File: src/rtl/core/sgm_pkg.sv
// Shared constants, types and functions of the Sobel gradient magnitude core.
package sgm_pkg;

  localparam int MAX_WIDTH  = 1024;
  localparam int MAX_HEIGHT = 1024;

  localparam int PIX_W  = 8;
  localparam int POS_W  = 10;
  localparam int CFG_W  = 11;
  localparam int IDX_W  = 2;
  localparam int ADDR_W = $clog2(MAX_WIDTH);
  localparam int LINE_W = 3 * PIX_W;

  localparam logic [IDX_W-1:0] CFG_FRAME_WIDTH  = IDX_W'(0);
  localparam logic [IDX_W-1:0] CFG_FRAME_HEIGHT = IDX_W'(1);

  localparam logic [CFG_W-1:0] WIDTH_RESET  = CFG_W'(640);
  localparam logic [CFG_W-1:0] HEIGHT_RESET = CFG_W'(480);

  // Division by three of a value below 768 as a multiply by 683 and a shift by 11.
  localparam int GRAY_SUM_W = 10;
  localparam int GRAY_MUL_W = 20;
  localparam logic [GRAY_MUL_W-1:0] GRAY_RECIP = GRAY_MUL_W'(683);
  localparam int GRAY_SHIFT = 11;

  localparam int GRAD_W = 11;
  localparam int SQ_W   = 20;
  localparam int SUM_W  = 21;
  localparam int ROOT_IN_W = 16;
  localparam int REM_W  = 10;

  // Smallest sum whose rounded root exceeds 255.
  localparam logic [SUM_W-1:0] ROOT_SAT = SUM_W'(65281);
  localparam logic [PIX_W-1:0] MAG_MAX  = 8'hFF;

  typedef struct packed {
    logic [POS_W-1:0] column;
    logic [POS_W-1:0] row;
    logic [PIX_W-1:0] center_alpha;
    logic             frame_end;
  } meta_t;

  typedef struct packed {
    logic [REM_W-1:0] rem;
    logic [PIX_W-1:0] root;
  } root_state_t;

  // Clamps a configured size to 3..max and returns the index of the last position.
  function automatic logic [POS_W-1:0] last_index(logic [CFG_W-1:0] size, int max_size);
    logic [CFG_W-1:0] lim;
    lim = CFG_W'(max_size);
    if (size < CFG_W'(3)) begin
      return POS_W'(2);
    end else if (size > lim) begin
      return POS_W'(lim - CFG_W'(1));
    end else begin
      return POS_W'(size - CFG_W'(1));
    end
  endfunction

  // One restoring square-root step that consumes the next two bits of the radicand.
  function automatic root_state_t root_step(root_state_t st, logic [1:0] pair);
    logic [REM_W+1:0] cand;
    logic [REM_W+1:0] trial;
    root_state_t      nx;
    cand  = {st.rem, pair};
    trial = (REM_W+2)'({st.root, 2'b01});
    if (cand >= trial) begin
      nx.rem  = REM_W'(cand - trial);
      nx.root = {st.root[PIX_W-2:0], 1'b1};
    end else begin
      nx.rem  = cand[REM_W-1:0];
      nx.root = {st.root[PIX_W-2:0], 1'b0};
    end
    return nx;
  endfunction

endpackage

File: src/rtl/core/sgm_root.sv
// Pipelined rounded square root, saturated at 255, with side data carried along.
module sgm_root (
  input  logic                        clk_i,
  input  logic                        rst_ni,
  input  logic                        en_i,
  input  logic                        vld_i,
  input  logic [sgm_pkg::SUM_W-1:0]   sum_i,
  input  sgm_pkg::meta_t              meta_i,
  output logic                        vld_o,
  output logic [sgm_pkg::PIX_W-1:0]   mag_o,
  output sgm_pkg::meta_t              meta_o
);

  localparam int STAGES = 4;

  logic                           vld_q   [STAGES];
  logic                           sat_q   [STAGES];
  sgm_pkg::root_state_t           st_q    [STAGES];
  logic [sgm_pkg::ROOT_IN_W-1:0]  bits_q  [STAGES];
  sgm_pkg::meta_t                 meta_q  [STAGES];

  sgm_pkg::root_state_t           st_d    [STAGES];
  logic [sgm_pkg::ROOT_IN_W-1:0]  bits_d  [STAGES];
  logic                           sat_d   [STAGES];
  sgm_pkg::root_state_t           mid     [STAGES];

  logic                           out_vld_q;
  logic [sgm_pkg::PIX_W-1:0]      out_mag_q;
  sgm_pkg::meta_t                 out_meta_q;
  logic [sgm_pkg::PIX_W:0]        rounded;
  logic [sgm_pkg::PIX_W-1:0]      mag_d;

  always_comb begin
    for (int k = 0; k < STAGES; k++) begin
      sgm_pkg::root_state_t           src_st;
      logic [sgm_pkg::ROOT_IN_W-1:0]  src_bits;
      if (k == 0) begin
        src_st   = '0;
        src_bits = sum_i[sgm_pkg::ROOT_IN_W-1:0];
        sat_d[k] = (sum_i >= sgm_pkg::ROOT_SAT);
      end else begin
        src_st   = st_q[k-1];
        src_bits = bits_q[k-1];
        sat_d[k] = sat_q[k-1];
      end
      mid[k]    = sgm_pkg::root_step(src_st, src_bits[sgm_pkg::ROOT_IN_W-1 -: 2]);
      st_d[k]   = sgm_pkg::root_step(mid[k], src_bits[sgm_pkg::ROOT_IN_W-3 -: 2]);
      bits_d[k] = src_bits << 4;
    end
  end

  always_ff @(posedge clk_i or negedge rst_ni) begin
    if (!rst_ni) begin
      for (int k = 0; k < STAGES; k++) begin
        vld_q[k] <= 1'b0;
      end
      out_vld_q <= 1'b0;
    end else if (en_i) begin
      vld_q[0] <= vld_i;
      for (int k = 1; k < STAGES; k++) begin
        vld_q[k] <= vld_q[k-1];
      end
      out_vld_q <= vld_q[STAGES-1];
    end
  end

  always_ff @(posedge clk_i) begin
    if (en_i) begin
      for (int k = 0; k < STAGES; k++) begin
        st_q[k]   <= st_d[k];
        bits_q[k] <= bits_d[k];
        sat_q[k]  <= sat_d[k];
      end
      meta_q[0] <= meta_i;
      for (int k = 1; k < STAGES; k++) begin
        meta_q[k] <= meta_q[k-1];
      end
      out_mag_q  <= mag_d;
      out_meta_q <= meta_q[STAGES-1];
    end
  end

  // Round to nearest: step up when the remainder exceeds the root.
  always_comb begin
    rounded = {1'b0, st_q[STAGES-1].root};
    if (sgm_pkg::PIX_W'(st_q[STAGES-1].rem) > st_q[STAGES-1].root ||
        st_q[STAGES-1].rem[sgm_pkg::REM_W-1:sgm_pkg::PIX_W] != '0) begin
      rounded = rounded + (sgm_pkg::PIX_W+1)'(1);
    end
    if (sat_q[STAGES-1] || rounded[sgm_pkg::PIX_W]) begin
      mag_d = sgm_pkg::MAG_MAX;
    end else begin
      mag_d = rounded[sgm_pkg::PIX_W-1:0];
    end
  end

  assign vld_o  = out_vld_q;
  assign mag_o  = out_mag_q;
  assign meta_o = out_meta_q;

endmodule

File: config.mk
export PLATFORM = sky130hd
export DESIGN_NAME = sgm_root
export DESIGN_NICKNAME = d
export VERILOG_FILES = /design/src/rtl/core/sgm_pkg.sv /design/src/rtl/core/sgm_root.sv
export SDC_FILE = /design/constraint.sdc
export NUM_CORES = 1
export LEC_CHECK = 0
export BUFFER_PORTS_ARGS = -buffer_cell sky130_fd_sc_hd__buf_2
export CORE_ASPECT_RATIO = 1.25
export CORE_UTILIZATION = 49
export CTS_BUF_LIST = sky130_fd_sc_hd__clkbuf_8
export DETAILED_ROUTE_END_ITERATION = 12
export PLACE_DENSITY_LB_ADDON = 0.12
export RECOVER_POWER = 25
export SLEW_MARGIN = 15
export SYNTH_ARGS = -nofsm -noshare
export SYNTH_HDL_FRONTEND = slang
export SYNTH_SLANG_ARGS = --single-unit
File: constraint.sdc
create_clock -name clk_i -period 4.2 [get_ports clk_i]
set_input_delay 0.63 -clock clk_i [delete_from_list [all_inputs] [get_ports clk_i]]
set_output_delay 0.63 -clock clk_i [all_outputs]
set_load 0.1 [all_outputs]
==> results.txt <==
- The run finished with clean final reports.
* Area grow syn2layout: 16.2%
- The number of antenna violations at the first check in global routing came to 0.
- The clock reaches the later pin of the worst-skew pair after between 0.5 and 0.6 ns.
* FF/Latch Area: between 7000 and 8000 um2
* Worst R2R Start: st_q[2][11]
- At the pin with the least slew margin, the transition time is between 0.7 and 0.8 ns.
* Hold Crit Start: meta_i[20]
- DRC violations left: 0
- Final core utilization: 58.2%
* Start point of the critical path: st_q[2][11]
* Critical path startpoint category: flip-flop
* Most used cells in the layout excluding fill and tap cells: sky130_fd_sc_hd__edfxtp_1, sky130_fd_sc_hd__buf_2, sky130_fd_sc_hd__inv_1
- Max-cap check violation count: 0
- Along the worst path, the maximum fanout reaches 13.
- Wirelength per Cell: 15.5 um
- P_leak: 4.72 nW
- Of the synthesized area, sequential elements account for a little over two thirds.
- Fraction of final layout cells with drive strength greater than 1: between 20% and 30%
* Cell Area, Synth: between 10000 and 15000 um2
- When the netlist entered floorplanning its net count stood at a little under 800.
* Pin count of the biggest net entering global routing: 99
- Max Clk Rate: between 200 and 300 MHz
* Dominant register cell in the synthesized netlist: sky130_fd_sc_hd__edfxtp_1
* Die footprint: ~22000 um2
* Clock sink total: ~240
* Number of setup violations in the final report: 0
* IO Port Bufs: slightly above 90
- Instance area after placement: roughly 11000 um2
- The layout has ~1700 filler cells.
- Most common cell after layout, fill and taps aside: sky130_fd_sc_hd__edfxtp_1
* Non-filler cells, final: 1131
* Core ar.: about 21000 um2
- At the worst endpoint, the required time is approximately 4.5 ns.
- In this run the count of I/O pins placed on the die edge is between 90 and 100.
* Worst slack at placement: around 0.14 ns
* Final Hold Vio Count: 0
- Die boundary width: 133 um
- Detail Placement HPWL: 12500 um
- Clock tree from TritonCTS: yes
- After synthesis the netlist holds a flip-flop and latch count of between 200 and 250.
* Multi-input gate area: 2930 um2
- Including well taps, the total number of placed cells is around 1100.
* DR vias: 5871
- Ranked by total cell area, the synthesized netlist is headed by sky130_fd_sc_hd__edfxtp_1, sky130_fd_sc_hd__ha_1, sky130_fd_sc_hd__xnor2_1.
* Clock root buffer master: sky130_fd_sc_hd__clkbuf_8
* Critical Setup Path Class: reg2reg
- The routed design could run at a clock period as short as 3.93 ns.
- The final-report max-slew violation count was 0.
- Maximum clock skew at final layout: between 0.015 and 0.02 ns
- The average instance in the mapped netlist occupies ~15 um2.
- Wires add up to roughly 18000 um.
- Dividing total power by cell area gives a power density of 543 nW/um2.
- Setup repair after global routing left no endpoint under its margin.
- Final nets: roughly 930
* Antenna cell count: 0
- Total number of placement rows: 59
- Via count of the first global-routing pass: between 5000 and 6000
* Sort of element at the end of the critical path: flip-flop
- Clock slew seen by the registers of the worst setup and hold paths: roughly 0.060 ns
- Effective utilization at floorplan: roughly half
- Counting flops with an async set or reset pin after synthesis yields a share of under 10%.
* Total routing resource utilization after global routing: 16.1%
* Avg Vias per Cell: a little over 5
- Count of distinct cell types in the synthesized netlist: between 60 and 70
* Worst hold path type: in2reg
* Slew Limit Headroom: a little over 50%
* Post-route antenna net violation count: 0
* Final clock period utilization by the worst path: 93.6%
- VDD sags by at most between 0.3 and 0.4 mV.
- The total overflow left after global routing is 0.
* Smallest setup slack after layout: about 0.27 ns
- Final estimated routing congestion in global placement: roughly 0.84
- Buffers inserted during clock tree synthesis total 38.
- Summed negative setup slack over all endpoints: 0 ns
* Worst EP arrival: between 4 and 5 ns
* Layout Cell Area excl Fill: between 10000 and 15000 um2
- Count of flip-flops with a built-in enable after synthesis: around 240
- Count of mapped cells out of synthesis: about 690
* Overall die height: about 170 um
* Wire length of the first global-routing pass: 27500 um
- Of the post-synthesis cell area, the dominant cell type holds 68.8%.
* Maximum root-to-sink buffer count: 3
* Most area-hungry cell type in the Yosys netlist: sky130_fd_sc_hd__edfxtp_1
- Initial drt markers: approximately 270
* Detailed Routing Iterations Pass 1: 6
- H-Tree Level Count: 2
- Yosys warns: 0
repair_timing:
action | CTS | global route
setup endpoints to repair | 0 | 6
buffers inserted | 0 | 4
endpoints found under the hold margin | 5 | 0
hold buffers | 1 | 0
resized for setup | 0 | 3
through the flow:
stage / power (W) / hold slack, ns
CTS: 0.00665 / 0.245
finish: 0.00658 / 0.283
global placement: 0.00459 / 0.400
global route: 0.00690 / 0.244
floorplan: 0.00427 / 0.334
detailed placement: 0.00463 / 0.405
registers in the layout, summed over array words and instances, names as in the netlist:
register,cells
meta_q,116
st_q,58
meta_o,29
bits_q,24
mag_o,8
sat_q,4
vld_q,4
vld_o,1
final cells by class:
class	instances	share of cell area (%)
clock inverter	31	1.99
sequential	244	60.2
timing repair buffer	107	4.87
tap	274	2.83
multi-input combinational	390	24.2
clock buffer	39	4.43
inverter	46	1.47
cell usage after synthesis (7+ instances only):
cell type / n
sky130_fd_sc_hd__a21oi_1: 35
sky130_fd_sc_hd__nand2b_1: 8
sky130_fd_sc_hd__nand4_1: 9
sky130_fd_sc_hd__xnor2_1: 35
sky130_fd_sc_hd__nand2_1: 33
sky130_fd_sc_hd__ha_1: 52
sky130_fd_sc_hd__o21a_1: 8
sky130_fd_sc_hd__nor2_1: 36
sky130_fd_sc_hd__xor2_1: 12
sky130_fd_sc_hd__mux2_2: 7
sky130_fd_sc_hd__inv_1: 43
sky130_fd_sc_hd__nor4_1: 8
sky130_fd_sc_hd__a21o_1: 13
sky130_fd_sc_hd__nor3_1: 14
sky130_fd_sc_hd__nand3_1: 9
sky130_fd_sc_hd__nor2b_1: 7
sky130_fd_sc_hd__o21ai_0: 21
sky130_fd_sc_hd__edfxtp_1: 239
worst max-delay path: stages (launching register included):
cell                       delay (ns)
sky130_fd_sc_hd__edfxtp_1        0.41
sky130_fd_sc_hd__ha_1            0.36
sky130_fd_sc_hd__a211o_1         0.36
sky130_fd_sc_hd__a211oi_4        0.30
sky130_fd_sc_hd__o21ai_4         0.12
sky130_fd_sc_hd__buf_4           0.19
sky130_fd_sc_hd__nor2_1          0.09
sky130_fd_sc_hd__a21oi_1         0.06
sky130_fd_sc_hd__ha_1            0.22
sky130_fd_sc_hd__a21o_1          0.17
sky130_fd_sc_hd__a21o_1          0.21
sky130_fd_sc_hd__a21o_1          0.18
sky130_fd_sc_hd__a21oi_1         0.13
sky130_fd_sc_hd__nor4b_4         0.21
sky130_fd_sc_hd__o211a_4         0.30
sky130_fd_sc_hd__inv_2           0.08
sky130_fd_sc_hd__mux2_4          0.29
path summary, 6_finish.rpt:
| check | end | cells after the start | slack [ns] |
|---|---|---|---|
| setup / recovery | st_q[3][16] | 16 | 0.27 |
| hold / removal | meta_q[0][20] | 1 | 0.28 |
| setup reg to reg | st_q[3][16] | 16 | 0.27 |
| hold reg to reg | meta_q[2][5] | 0 | 0.40 |
| max in group asynchronous | vld_q[0] | 2 | 3.49 |
| min in group asynchronous | vld_q[2] | 2 | 0.50 |
power breakdown:
| part | internal, W | switching (W) |
|---|---|---|
| combinational | 0.000570 | 0.000906 |
| sequential | 0.00301 | 0.000101 |
| clock | 0.00112 | 0.000878 |
cell families after synthesis:
logic type	count (synthesis)	synth area share (%)
DFF	244	70.0
and+or+nand+nor	153	7.82
AOI/OAI and AO/OA	123	8.30
buffers and inverters	54	2.07
adders and majority gates	52	6.24
xor gates and xnor gates	47	3.95
muxes	15	1.63
layer usage:
layer	up-vias	wire, um	GRT usage [%]	share of wire (%)
li1	2903	-	-	-
met1	2775	6730	16.7	38
met2	135	9330	30.0	53
met3	58	715	3.60	4.1
met4	0	736	9.35	4.2
met5	-	0	0	0
Note: power is estimated with default switching activity, not from simulation.
