--- config.mk ---
export PLATFORM = sky130hd
export DESIGN_NAME = sgm_ram
export DESIGN_NICKNAME = d
export VERILOG_FILES = /design/src/rtl/core/sgm_ram.sv
export SDC_FILE = /design/constraint.sdc
export NUM_CORES = 1
export LEC_CHECK = 0
export BUFFER_PORTS_ARGS = -buffer_cell sky130_fd_sc_hd__buf_2
export CORE_ASPECT_RATIO = 1.1
export CORE_UTILIZATION = 50
export DETAILED_ROUTE_END_ITERATION = 7
export PLACE_DENSITY_LB_ADDON = 0.05
export REMOVE_ABC_BUFFERS = 1
export SETUP_SLACK_MARGIN = 0.1
export SKIP_CTS_REPAIR_TIMING = 1
export SYNTH_ARGS = -nofsm -noshare
export SYNTH_HDL_FRONTEND = slang
export SYNTH_SLANG_ARGS = --single-unit
--- constraint.sdc ---
create_clock -name clk_i -period 4.9 [get_ports clk_i]
set_clock_uncertainty 0.15 [all_clocks]
set_input_delay 0.245 -clock clk_i [delete_from_list [all_inputs] [get_ports clk_i]]
set_output_delay 0.245 -clock clk_i [all_outputs]
set_load 0.01 [all_outputs]
--- src/rtl/core/sgm_ram.sv ---
// Generic single-write, single-read RAM with a registered read port.
module sgm_ram #(
  parameter int DATA_W = 8,
  parameter int DEPTH  = 16
) (
  input  logic                     clk_i,
  input  logic                     we_i,
  input  logic [$clog2(DEPTH)-1:0] waddr_i,
  input  logic [DATA_W-1:0]        wdata_i,
  input  logic                     re_i,
  input  logic [$clog2(DEPTH)-1:0] raddr_i,
  output logic [DATA_W-1:0]        rdata_o
);

  logic [DATA_W-1:0] mem_q [DEPTH];
  logic [DATA_W-1:0] rdata_q;

  always_ff @(posedge clk_i) begin
    if (we_i) begin
      mem_q[waddr_i] <= wdata_i;
    end
    if (re_i) begin
      rdata_q <= mem_q[raddr_i];
    end
  end

  assign rdata_o = rdata_q;

endmodule

==> results.json, run 1 <==
{
  "cts_root_buf": "clkbuf_8",
  "antenna_left": 0,
  "setup_viol": 0,
  "yosys_warnings": 0,
  "cts_tree": "yes",
  "cap_violations": 0,
  "peakVddDrop_uv": 232,
  "dr.pass1.iters": 5,
  "hold_violations": 0,
  "layout_setup_ws_ns": 3.15,
  "antenna_found_initial": 0,
  "dp_slack_ns": 2.57,
  "worst-slew-pin-transition_ns": 1.14,
  "layout.nets": 295,
  "p_leak_uw": 0.00201,
  "core_um2": 10000,
  "slew_headroom_pct": 23.6,
  "drcViolationCount": 0,
  "hold_ws_ns": 0.105,
  "syn-instance-count": 229,
  "timing.final.crit_share_pct": 35.7,
  "status": "finished, final reports clean",
  "hold_start": "waddr_i[0]",
  "worstSetupStartpointType": "input pin",
  "clk_pin_slew_ns": 0.06,
  "synth_top_cell_by_area": "edfxtp_1",
  "place.detailed.hpwl_um": 6130,
  "vias": 2430,
  "cp-end-kind": "register",
  "rsz0062_at_grt": "false",
  "critPathKind": "input pin to register",
  "period_minus_slack_ns": 1.75,
  "place.gp.congestion": 0.696,
  "die_w_um": 99.5,
  "hold_class": "input pin to register",
  "drive_gt1_share_pct": 24.5,
  "totalWireLength_um": 10200,
  "die_area_um2": 10900,
  "grt_pass1_vias": 2410,
  "htreeDepth": 4,
  "cts_buffers": 17,
  "syn_area_um2": 5230,
  "clock.fmax_mhz": 571,
  "areaGrowthSynthToFinish_pct": 16.3,
  "ctsLongestPathBuffers": 2,
  "viasPerCell": 5.70,
  "setup-tns-final_ns": 0,
  "ys_top_cells_by_area": "edfxtp_1 (78%), mux4_2 (7.8%), mux4_1 (7.0%)",
  "grt_remaining_overflow": 0,
  "synth_area_per_cell_um2": 22.8,
  "reg2reg_depth": 3,
  "ys_ff_latch": 136,
  "grt_max_degree": 33,
  "ys_types": 18,
  "timing.rr.end": "rdata_o[4]$_DFFE_PP_",
  "power_density_nw_per_um2": 421,
  "num_io_pins": 27,
  "wl_per_cell_um": 24.1,
  "cp_data_arrival_time_ns": 1.86,
  "grt_usage_pct": 21.0,
  "row_count": 38,
  "start_util_pct": 52.1,
  "drt_iter0_drc": 145,
  "hold_path_end": "mem_q[8][2]$_DFFE_PP_",
  "clock_latency_ns": 0.52,
  "io_buffer_count": 26,
  "report.power.total_uw": 2560,
  "clock-sinks": 136,
  "die_y_um": 109,
  "grt_pass1_wl_um": 15100,
  "required_ns": 5.01,
  "r2r_start": "mem_q[9][4]$_DFFE_PP_",
  "critPathMaxFanout": 32,
  "rrSetupSlack_ns": 3.23,
  "yosys.area.top_type_share_pct": 78.1,
  "seq_area_frac_synth_pct": 78.1,
  "diodes": 0,
  "drv_slew": 0,
  "min_path_cells": 2
}
[how the worst max path moves through the flow]
stage | startpoint | endpoint | slack, ns
finish | raddr_i[0] | rdata_o[4]$_DFFE_PP_ | 3.15
global route | raddr_i[0] | rdata_o[1]$_DFFE_PP_ | 3.04
CTS | raddr_i[0] | rdata_o[4]$_DFFE_PP_ | 3.11
detailed placement | raddr_i[0] | rdata_o[4]$_DFFE_PP_ | 2.57
global placement | raddr_i[0] | rdata_o[4]$_DFFE_PP_ | 2.57
floorplan | waddr_i[2] | mem_q[0][0]$_DFFE_PP_ | 3.01
[where the power goes]
part           internal, uW  switching, uW  leakage, uW
Combinational          50.6           70.4     0.000528
Sequential             1310           6.48      0.00124
Clock                   706            416     0.000249
Total                  2070            493      0.00201
[synth_stat cells]
| master | number |
|---|---|
| nand2_1 | 9 |
| and2_1 | 1 |
| nand2b_1 | 2 |
| or3b_2 | 1 |
| nand3_1 | 1 |
| edfxtp_1 | 136 |
| buf_4 | 1 |
| clkdlybuf4s25_2 | 3 |
| nor2_1 | 13 |
| mux4_1 | 14 |
| buf_6 | 3 |
| and2b_1 | 1 |
| nor2b_1 | 1 |
| mux4_2 | 18 |
| buf_2 | 3 |
| a22oi_1 | 16 |
| nand3b_1 | 2 |
| nor3_1 | 4 |
[critical path, stage by stage]
cell and delay (ns):
buf_2 0.08, buf_4 0.50, mux4_1 0.62, a22oi_1 0.33, nand2_1 0.08
[state kept, by name, summed over array words and instances (netlist names)]
name and cells:
mem_q 128, rdata_o 8
[per-layer routing]
metal | routed length (um) | part of all wire (%) | vias to the layer above | GRT usage, %
li1 | - | - | 1078 | -
met1 | 4860 | 47 | 1279 | 30.1
met2 | 4860 | 47 | 65 | 31.5
met3 | 427 | 4.2 | 8 | 5.77
met4 | 100 | 0.98 | 0 | 7.56
met5 | 0 | 0 | - | 0
[area by class of cell]
| class | count | area [um^2] |
|---|---|---|
| Timing Repair Buffer | 38 | 243 |
| Clock inverter | 7 | 80.1 |
| Clock buffer | 22 | 433 |
| Tap cell | 140 | 175 |
| Sequential cell | 136 | 4080 |
| Fill cell | 719 | 3950 |
| Multi-Input combinational cell | 83 | 1070 |
[cell families after synthesis]
logic type	Yosys count	share of synthesized area, %
muxes	32	14.8
buffers and inverters	10	1.65
DFF	136	78.1
AOI/OAI and AO/OA	16	2.30
and+or+nand+nor	35	3.14
[cell usage in the layout (no fill, tap or decap)]
cell and n:
mux4_1 14, edfxtp_1 136, nor3_1 2, or3b_2 1, a22oi_1 16, buf_2 26
clkbuf_1 5, nand2b_1 2, dlygate4sd3_1 9, clkinv_1 4, nand2_1 9, nand3_1 1
mux4_2 18, clkbuf_8 1, nor3_2 2, nand3b_1 2, clkinv_2 1, and2_1 1
and2b_1 1, nor2b_1 1, buf_4 3, bufinv_16 2, nor2_1 13, clkbuf_16 16
[through the flow]
stage	area [um^2]	std cells	utilization [%]
finish	6080	426	60.6
global route	6080	426	60.6
global placement	5480	388	54.6
detailed placement	5480	388	54.6
CTS	5990	417	59.7
floorplan	5140	219	-
Power figures use the tool's default switching activity.
==> run 2, diff against run 1 <==
ABC_AREA = 1   (was not set)
clock period = 1.41 ns   (was 4.9 ns; I/O delays follow)
==> run 2 against run 1 <==
Flip-flop and latch count unchanged; synthesized cell count increased by 140%; sequential share of layout area decreased by 8.7 points; critical path depth decreased by 4; sequential power increased to 3.5 times the previous value; via count increased by 59%; global-route usage increased by 2.9 points; worst hold slack got worse by 0.030 ns; final cell count increased by 82%; register-to-register slack got worse by 3.1 ns.
==> results.json, run 2 <==
{
  "layout_commonest_cell": "nand2_1",
  "status": "finished, final reports clean",
  "drv_slew": 0,
  "rrSetupSlack_ns": 0.17,
  "place_area_um2": 6380,
  "ys.flop_type": "edfxtp_1",
  "cts_tree": "yes",
  "syn_area_um2": 5850,
  "antenna_found_initial": 0,
  "core_um2": 11400,
  "ctsLongestPathBuffers": 2,
  "grt_max_degree": 33,
  "die_y_um": 115,
  "crit_path_top_delay_cell": "edfxtp_1",
  "vias": 3858,
  "htreeDepth": 4,
  "yosys_warnings": 0,
  "areaGrowthSynthToFinish_pct": 19.5,
  "num_io_pins": 27,
  "dr.pass1.iters": 4,
  "cp_cell_sequence": "buf_2",
  "timing.final.crit_share_pct": 88.5,
  "hold_path_end": "rdata_o[3]$_DFFE_PP_",
  "drt_iter0_drc": 291,
  "hold_class": "input pin to register",
  "ys_types": 11,
  "seq_area_frac_synth_pct": 69.8,
  "die_w_um": 105,
  "setup_viol": 0,
  "synth_area_per_cell_um2": 10.6,
  "die_area_um2": 12100,
  "synth_top_cell_by_area": "edfxtp_1",
  "antenna_left": 0,
  "start_util_pct": 51.1,
  "grt_usage_pct": 23.9,
  "worst-slew-pin-transition_ns": 0.617,
  "layout.nets": 637,
  "hold_start": "raddr_i[3]",
  "drive_gt1_share_pct": 15.2,
  "largest_register_ffs": 128,
  "p_leak_uw": 0.00305,
  "viasPerCell": 4.97,
  "totalWireLength_um": 13300,
  "clock_latency_ns": 0.41,
  "reg2reg_depth": 6,
  "period_minus_slack_ns": 1.25,
  "worstSetupStartpointType": "register",
  "critPathMaxFanout": 1,
  "critPathBufInv": 1,
  "wl_per_cell_um": 17.1,
  "cpPeakStageDelay_ns": 0.44,
  "cts_buffers": 17,
  "ys_ff_latch": 136,
  "cp-end-kind": "output port",
  "layout_common_cells": "nand2_1 (173), edfxtp_1 (136), inv_1 (100), nand3_1 (87), buf_4 (29)",
  "setup-tns-final_ns": 0,
  "rsz0062_at_grt": "true",
  "grt_pass1_wl_um": 20300,
  "grt_pass1_vias": 3685,
  "power_density_nw_per_um2": 1270,
  "clock.fmax_mhz": 801,
  "ys_top_cells_by_area": "edfxtp_1 (70%), nand2_1 (11%), nand3_1 (8.3%)",
  "final_area_um2": 6990,
  "clk_pin_slew_ns": 0.05,
  "io_buffer_count": 26,
  "min_path_cells": 4,
  "cap_violations": 0,
  "yosys-top-cells-count": "nand2_1 (173), edfxtp_1 (136), inv_1 (100), nand3_1 (97), nor2_1 (17)",
  "required_ns": 1.19,
  "hold_violations": 0,
  "hold_ws_ns": 0.0749,
  "fillers": 967,
  "critPathTopFamily": "flip-flops",
  "cts_root_buf": "clkbuf_16",
  "grt_remaining_overflow": 0,
  "largest_register": "mem_q",
  "syn-instance-count": 551,
  "post-synth-top-count-cell": "nand2_1",
  "timing.rr.end": "rdata_o[2]$_DFFE_PP_",
  "yosys.area.top_type_share_pct": 69.8,
  "cp_data_arrival_time_ns": 1.03,
  "row_count": 41,
  "critPathKind": "register to output port",
  "peakVddDrop_uv": 787,
  "clock-sinks": 136,
  "place.detailed.hpwl_um": 8640,
  "synthArstFlopShare_pct": 0,
  "diodes": 0,
  "drcViolationCount": 0,
  "r2r_start": "mem_q[1][2]$_DFFE_PP_",
  "synth_edf_count": 136,
  "postLayoutCoreUtil_pct": 61.1,
  "slew_headroom_pct": 58.8,
  "place.gp.congestion": 0.845
}
[run 2: cell count changes after synthesis, sizes merged, moves of 2 or more]
cell           change
mux4              -32
nand2b             -2
buf               +17
a22oi             -16
nor2               +4
inv              +102
nand2            +164
nand3             +96
clkdlybuf4s25      -3
nor3               -4
[run 2: layout make-up]
cell class,instances,area (um^2),area share (%)
Sequential cell,136,4080,58.5
Multi-Input combinational cell,289,1260,18.1
Timing Repair Buffer,72,598,8.56
Clock buffer,18,429,6.14
Inverter,102,383,5.48
Tap cell,150,188,2.69
Clock inverter,10,41.3,0.591
[run 2: how the worst max path moves through the flow]
stage	start	endpoint	slack, ns	depth (start not counted)
after CTS	mem_q[12][5]$_DFFE_PP_	rdata_o[5]$_DFFE_PP_	0.10	6
after detailed placement	raddr_i[0]	rdata_o[4]$_DFFE_PP_	-0.07	8
final	rdata_o[4]$_DFFE_PP_	rdata_o[4]	0.16	1
after global routing	mem_q[15][1]$_DFFE_PP_	rdata_o[1]$_DFFE_PP_	0.1	6
after global placement	raddr_i[0]	rdata_o[4]$_DFFE_PP_	-0.05	8
after floorplan	raddr_i[0]	rdata_o[2]$_DFFE_PP_	0.07	6
[run 2: metrics by stage]
| step | instances | total power (uW) | setup slack (ns) |
|---|---|---|---|
| after floorplan | 527 | 4910 | 0.0689 |
| after global placement | 740 | 5280 | -0.0528 |
| after detailed placement | 740 | 5290 | -0.0682 |
| after CTS | 768 | 8870 | 0.100 |
| after global routing | 777 | 9120 | 0.0988 |
| final | 777 | 8850 | 0.162 |
[run 2: kinds of logic (layout without fill, tap and decap cells)]
family        after synthesis  count (layout)  synth area share (%)
buf+inv                   126             202                  9.39
flops                     136             136                  69.8
simple gates              289             289                  20.8
[run 2: worst min-delay path, cell delays in order]
cell	delay, ns
buf_2	0.12
buf_4	0.19
nand3_2	0.09
nand2_1	0.06
[run 2: routing by layer]
metal	part of all wire (%)	global-route usage (%)	vias to the layer above
met5	0	0	-
met4	1.5	10.0	0
met3	7.4	5.06	11
met2	49	39.7	135
met1	42	31.0	1795
li1	-	-	1917
[run 2: power breakdown]
group	switching (uW)	total [uW]	internal (uW)
logic	416	647	231
registers	29.7	4590	4560
clock network	1470	3610	2140
==> run 3, diff against run 2 <==
RECOVER_POWER = 50   (was not set)
==> run 3 against run 2 <==
Via count increased by 0.18%; non-clock buffer count unchanged; final area shrank 1.0%; die area is the same; register-to-register slack about the same; final cell count is the same; sequential power about the same; clock power barely moved; critical path type is now input pin to register; critical endpoint is now mem_q[9][7]$_DFFE_PP_.
==> results.json, run 3 (same netlist as run 2, synthesis figures left out) <==
{
  "wl_per_cell_um": 17.2,
  "cts_buffers": 17,
  "clock.fmax_mhz": 790,
  "row_count": 41,
  "drv_slew": 0,
  "clock_latency_ns": 0.41,
  "largest_register_ffs": 128,
  "clock-sinks": 136,
  "critPathKind": "input pin to register",
  "grt_remaining_overflow": 0,
  "place.gp.congestion": 0.845,
  "drt_iter0_drc": 304,
  "hold_start": "raddr_i[3]",
  "timing.final.crit_share_pct": 89.8,
  "cpPeakStageDelay_ns": 0.61,
  "critPathTopFamily": "buffers and inverters",
  "grt_pass1_wl_um": 20300,
  "die_y_um": 115,
  "htreeDepth": 4,
  "met2_length_um": 6530,
  "grt_pass1_vias": 3685,
  "period_minus_slack_ns": 1.27,
  "place.detailed.hpwl_um": 8640,
  "ctsLongestPathBuffers": 2,
  "required_ns": 1.36,
  "slew_headroom_pct": 46.1,
  "hold_violations": 0,
  "diodes": 0,
  "drive_gt1_share_pct": 11.5,
  "peakVddDrop_uv": 793,
  "start_util_pct": 51.1,
  "worst-slew-pin-transition_ns": 0.809,
  "p_leak_uw": 0.00296,
  "layout_commonest_cell": "nand2_1",
  "num_io_pins": 27,
  "hold_class": "input pin to register",
  "cts_root_buf": "clkbuf_16",
  "antenna_found_initial": 0,
  "dp_cells": 740,
  "fillers": 989,
  "viasPerCell": 4.97,
  "critPathMaxFanout": 16,
  "power_density_nw_per_um2": 1280,
  "postLayoutCoreUtil_pct": 60.5,
  "dr.pass1.iters": 4,
  "highest_layer": "met4",
  "cap_violations": 0,
  "cts_tree": "yes",
  "antenna_left": 0,
  "worstSetupStartpointType": "input pin",
  "grt_max_degree": 33,
  "status": "finished, final reports clean",
  "die_w_um": 105,
  "wl_met3_um": 765,
  "largest_register": "mem_q",
  "critPathBufInv": 2,
  "cp_cell_sequence": "dlygate4sd3_1, clkbuf_1",
  "wirelength_met1_um": 5790,
  "cp_data_arrival_time_ns": 1.21,
  "die_area_um2": 12100,
  "vias": 3865,
  "cp-end-kind": "register",
  "setup_viol": 0,
  "totalWireLength_um": 13400,
  "areaGrowthSynthToFinish_pct": 18.3,
  "instances_no_fill": 777,
  "r2r_start": "mem_q[8][1]$_DFFE_PP_",
  "rsz0062_at_grt": "true",
  "clk_pin_slew_ns": 0.05,
  "crit_path_top_delay_cell": "clkbuf_1",
  "core_um2": 11400,
  "layout_common_cells": "nand2_1 (173), edfxtp_1 (136), inv_1 (100), nand3_1 (87), clkbuf_1 (24)",
  "layout.nets": 637,
  "io_buffer_count": 26,
  "drcViolationCount": 0,
  "grt_usage_pct": 23.9,
  "cp-startpoint": "wdata_i[7]"
}
## run 3: power breakdown
part	switching (uW)	leakage, uW	internal (uW)
Combinational	416	0.00149	222
Clock	1480	0.000233	2140
Sequential	30.1	0.00124	4560
## run 3: cell type report
type / count / area (um^2) / area share [%]
Clock inverter: 10 / 41.3 / 0.597
Multi-Input combinational cell: 289 / 1260 / 18.3
Inverter: 102 / 383 / 5.54
Clock buffer: 18 / 429 / 6.21
Sequential cell: 136 / 4080 / 59.1
Tap cell: 150 / 188 / 2.71
Timing Repair Buffer: 72 / 527 / 7.62
## run 3: worst paths after layout
kind	end	slack, ns	cells after the start
worst max-delay path	mem_q[9][7]$_DFFE_PP_	0.14	2
worst min-delay path	rdata_o[3]$_DFFE_PP_	0.07	4
worst max register to register	rdata_o[1]$_DFFE_PP_	0.17	6
worst min register to register	rdata_o[5]$_DFFE_PP_	0.59	6
## run 3: worst register-to-register path: cells and delay by family (launching register included)
family / cells / cell delay, ns
and+or+nand+nor: 5 / 0.42
DFF: 1 / 0.36
buffers and inverters: 1 / 0.06
## run 3: layer usage
metal  track usage (%)  vias up
met5                 0        -
met4              10.0        0
met3              5.06       21
met2              39.7      115
met1              31.0     1815
li1                  -     1914
## run 3: metrics by stage
| step | area (um^2) | hold WS [ns] | total power [uW] | setup TNS (ns) | setup slack (ns) |
|---|---|---|---|---|---|
| after global routing | 6920 | 0.0869 | 9110 | 0 | 0.0988 |
| after CTS | 6850 | -0.139 | 8870 | 0 | 0.100 |
| after floorplan | 5680 | 0.0194 | 4910 | 0 | 0.0689 |
| after detailed placement | 6380 | 0.296 | 5290 | -0.213 | -0.0682 |
| after global placement | 6380 | 0.293 | 5280 | -0.149 | -0.0528 |
| final | 6920 | 0.0747 | 8850 | 0 | 0.144 |
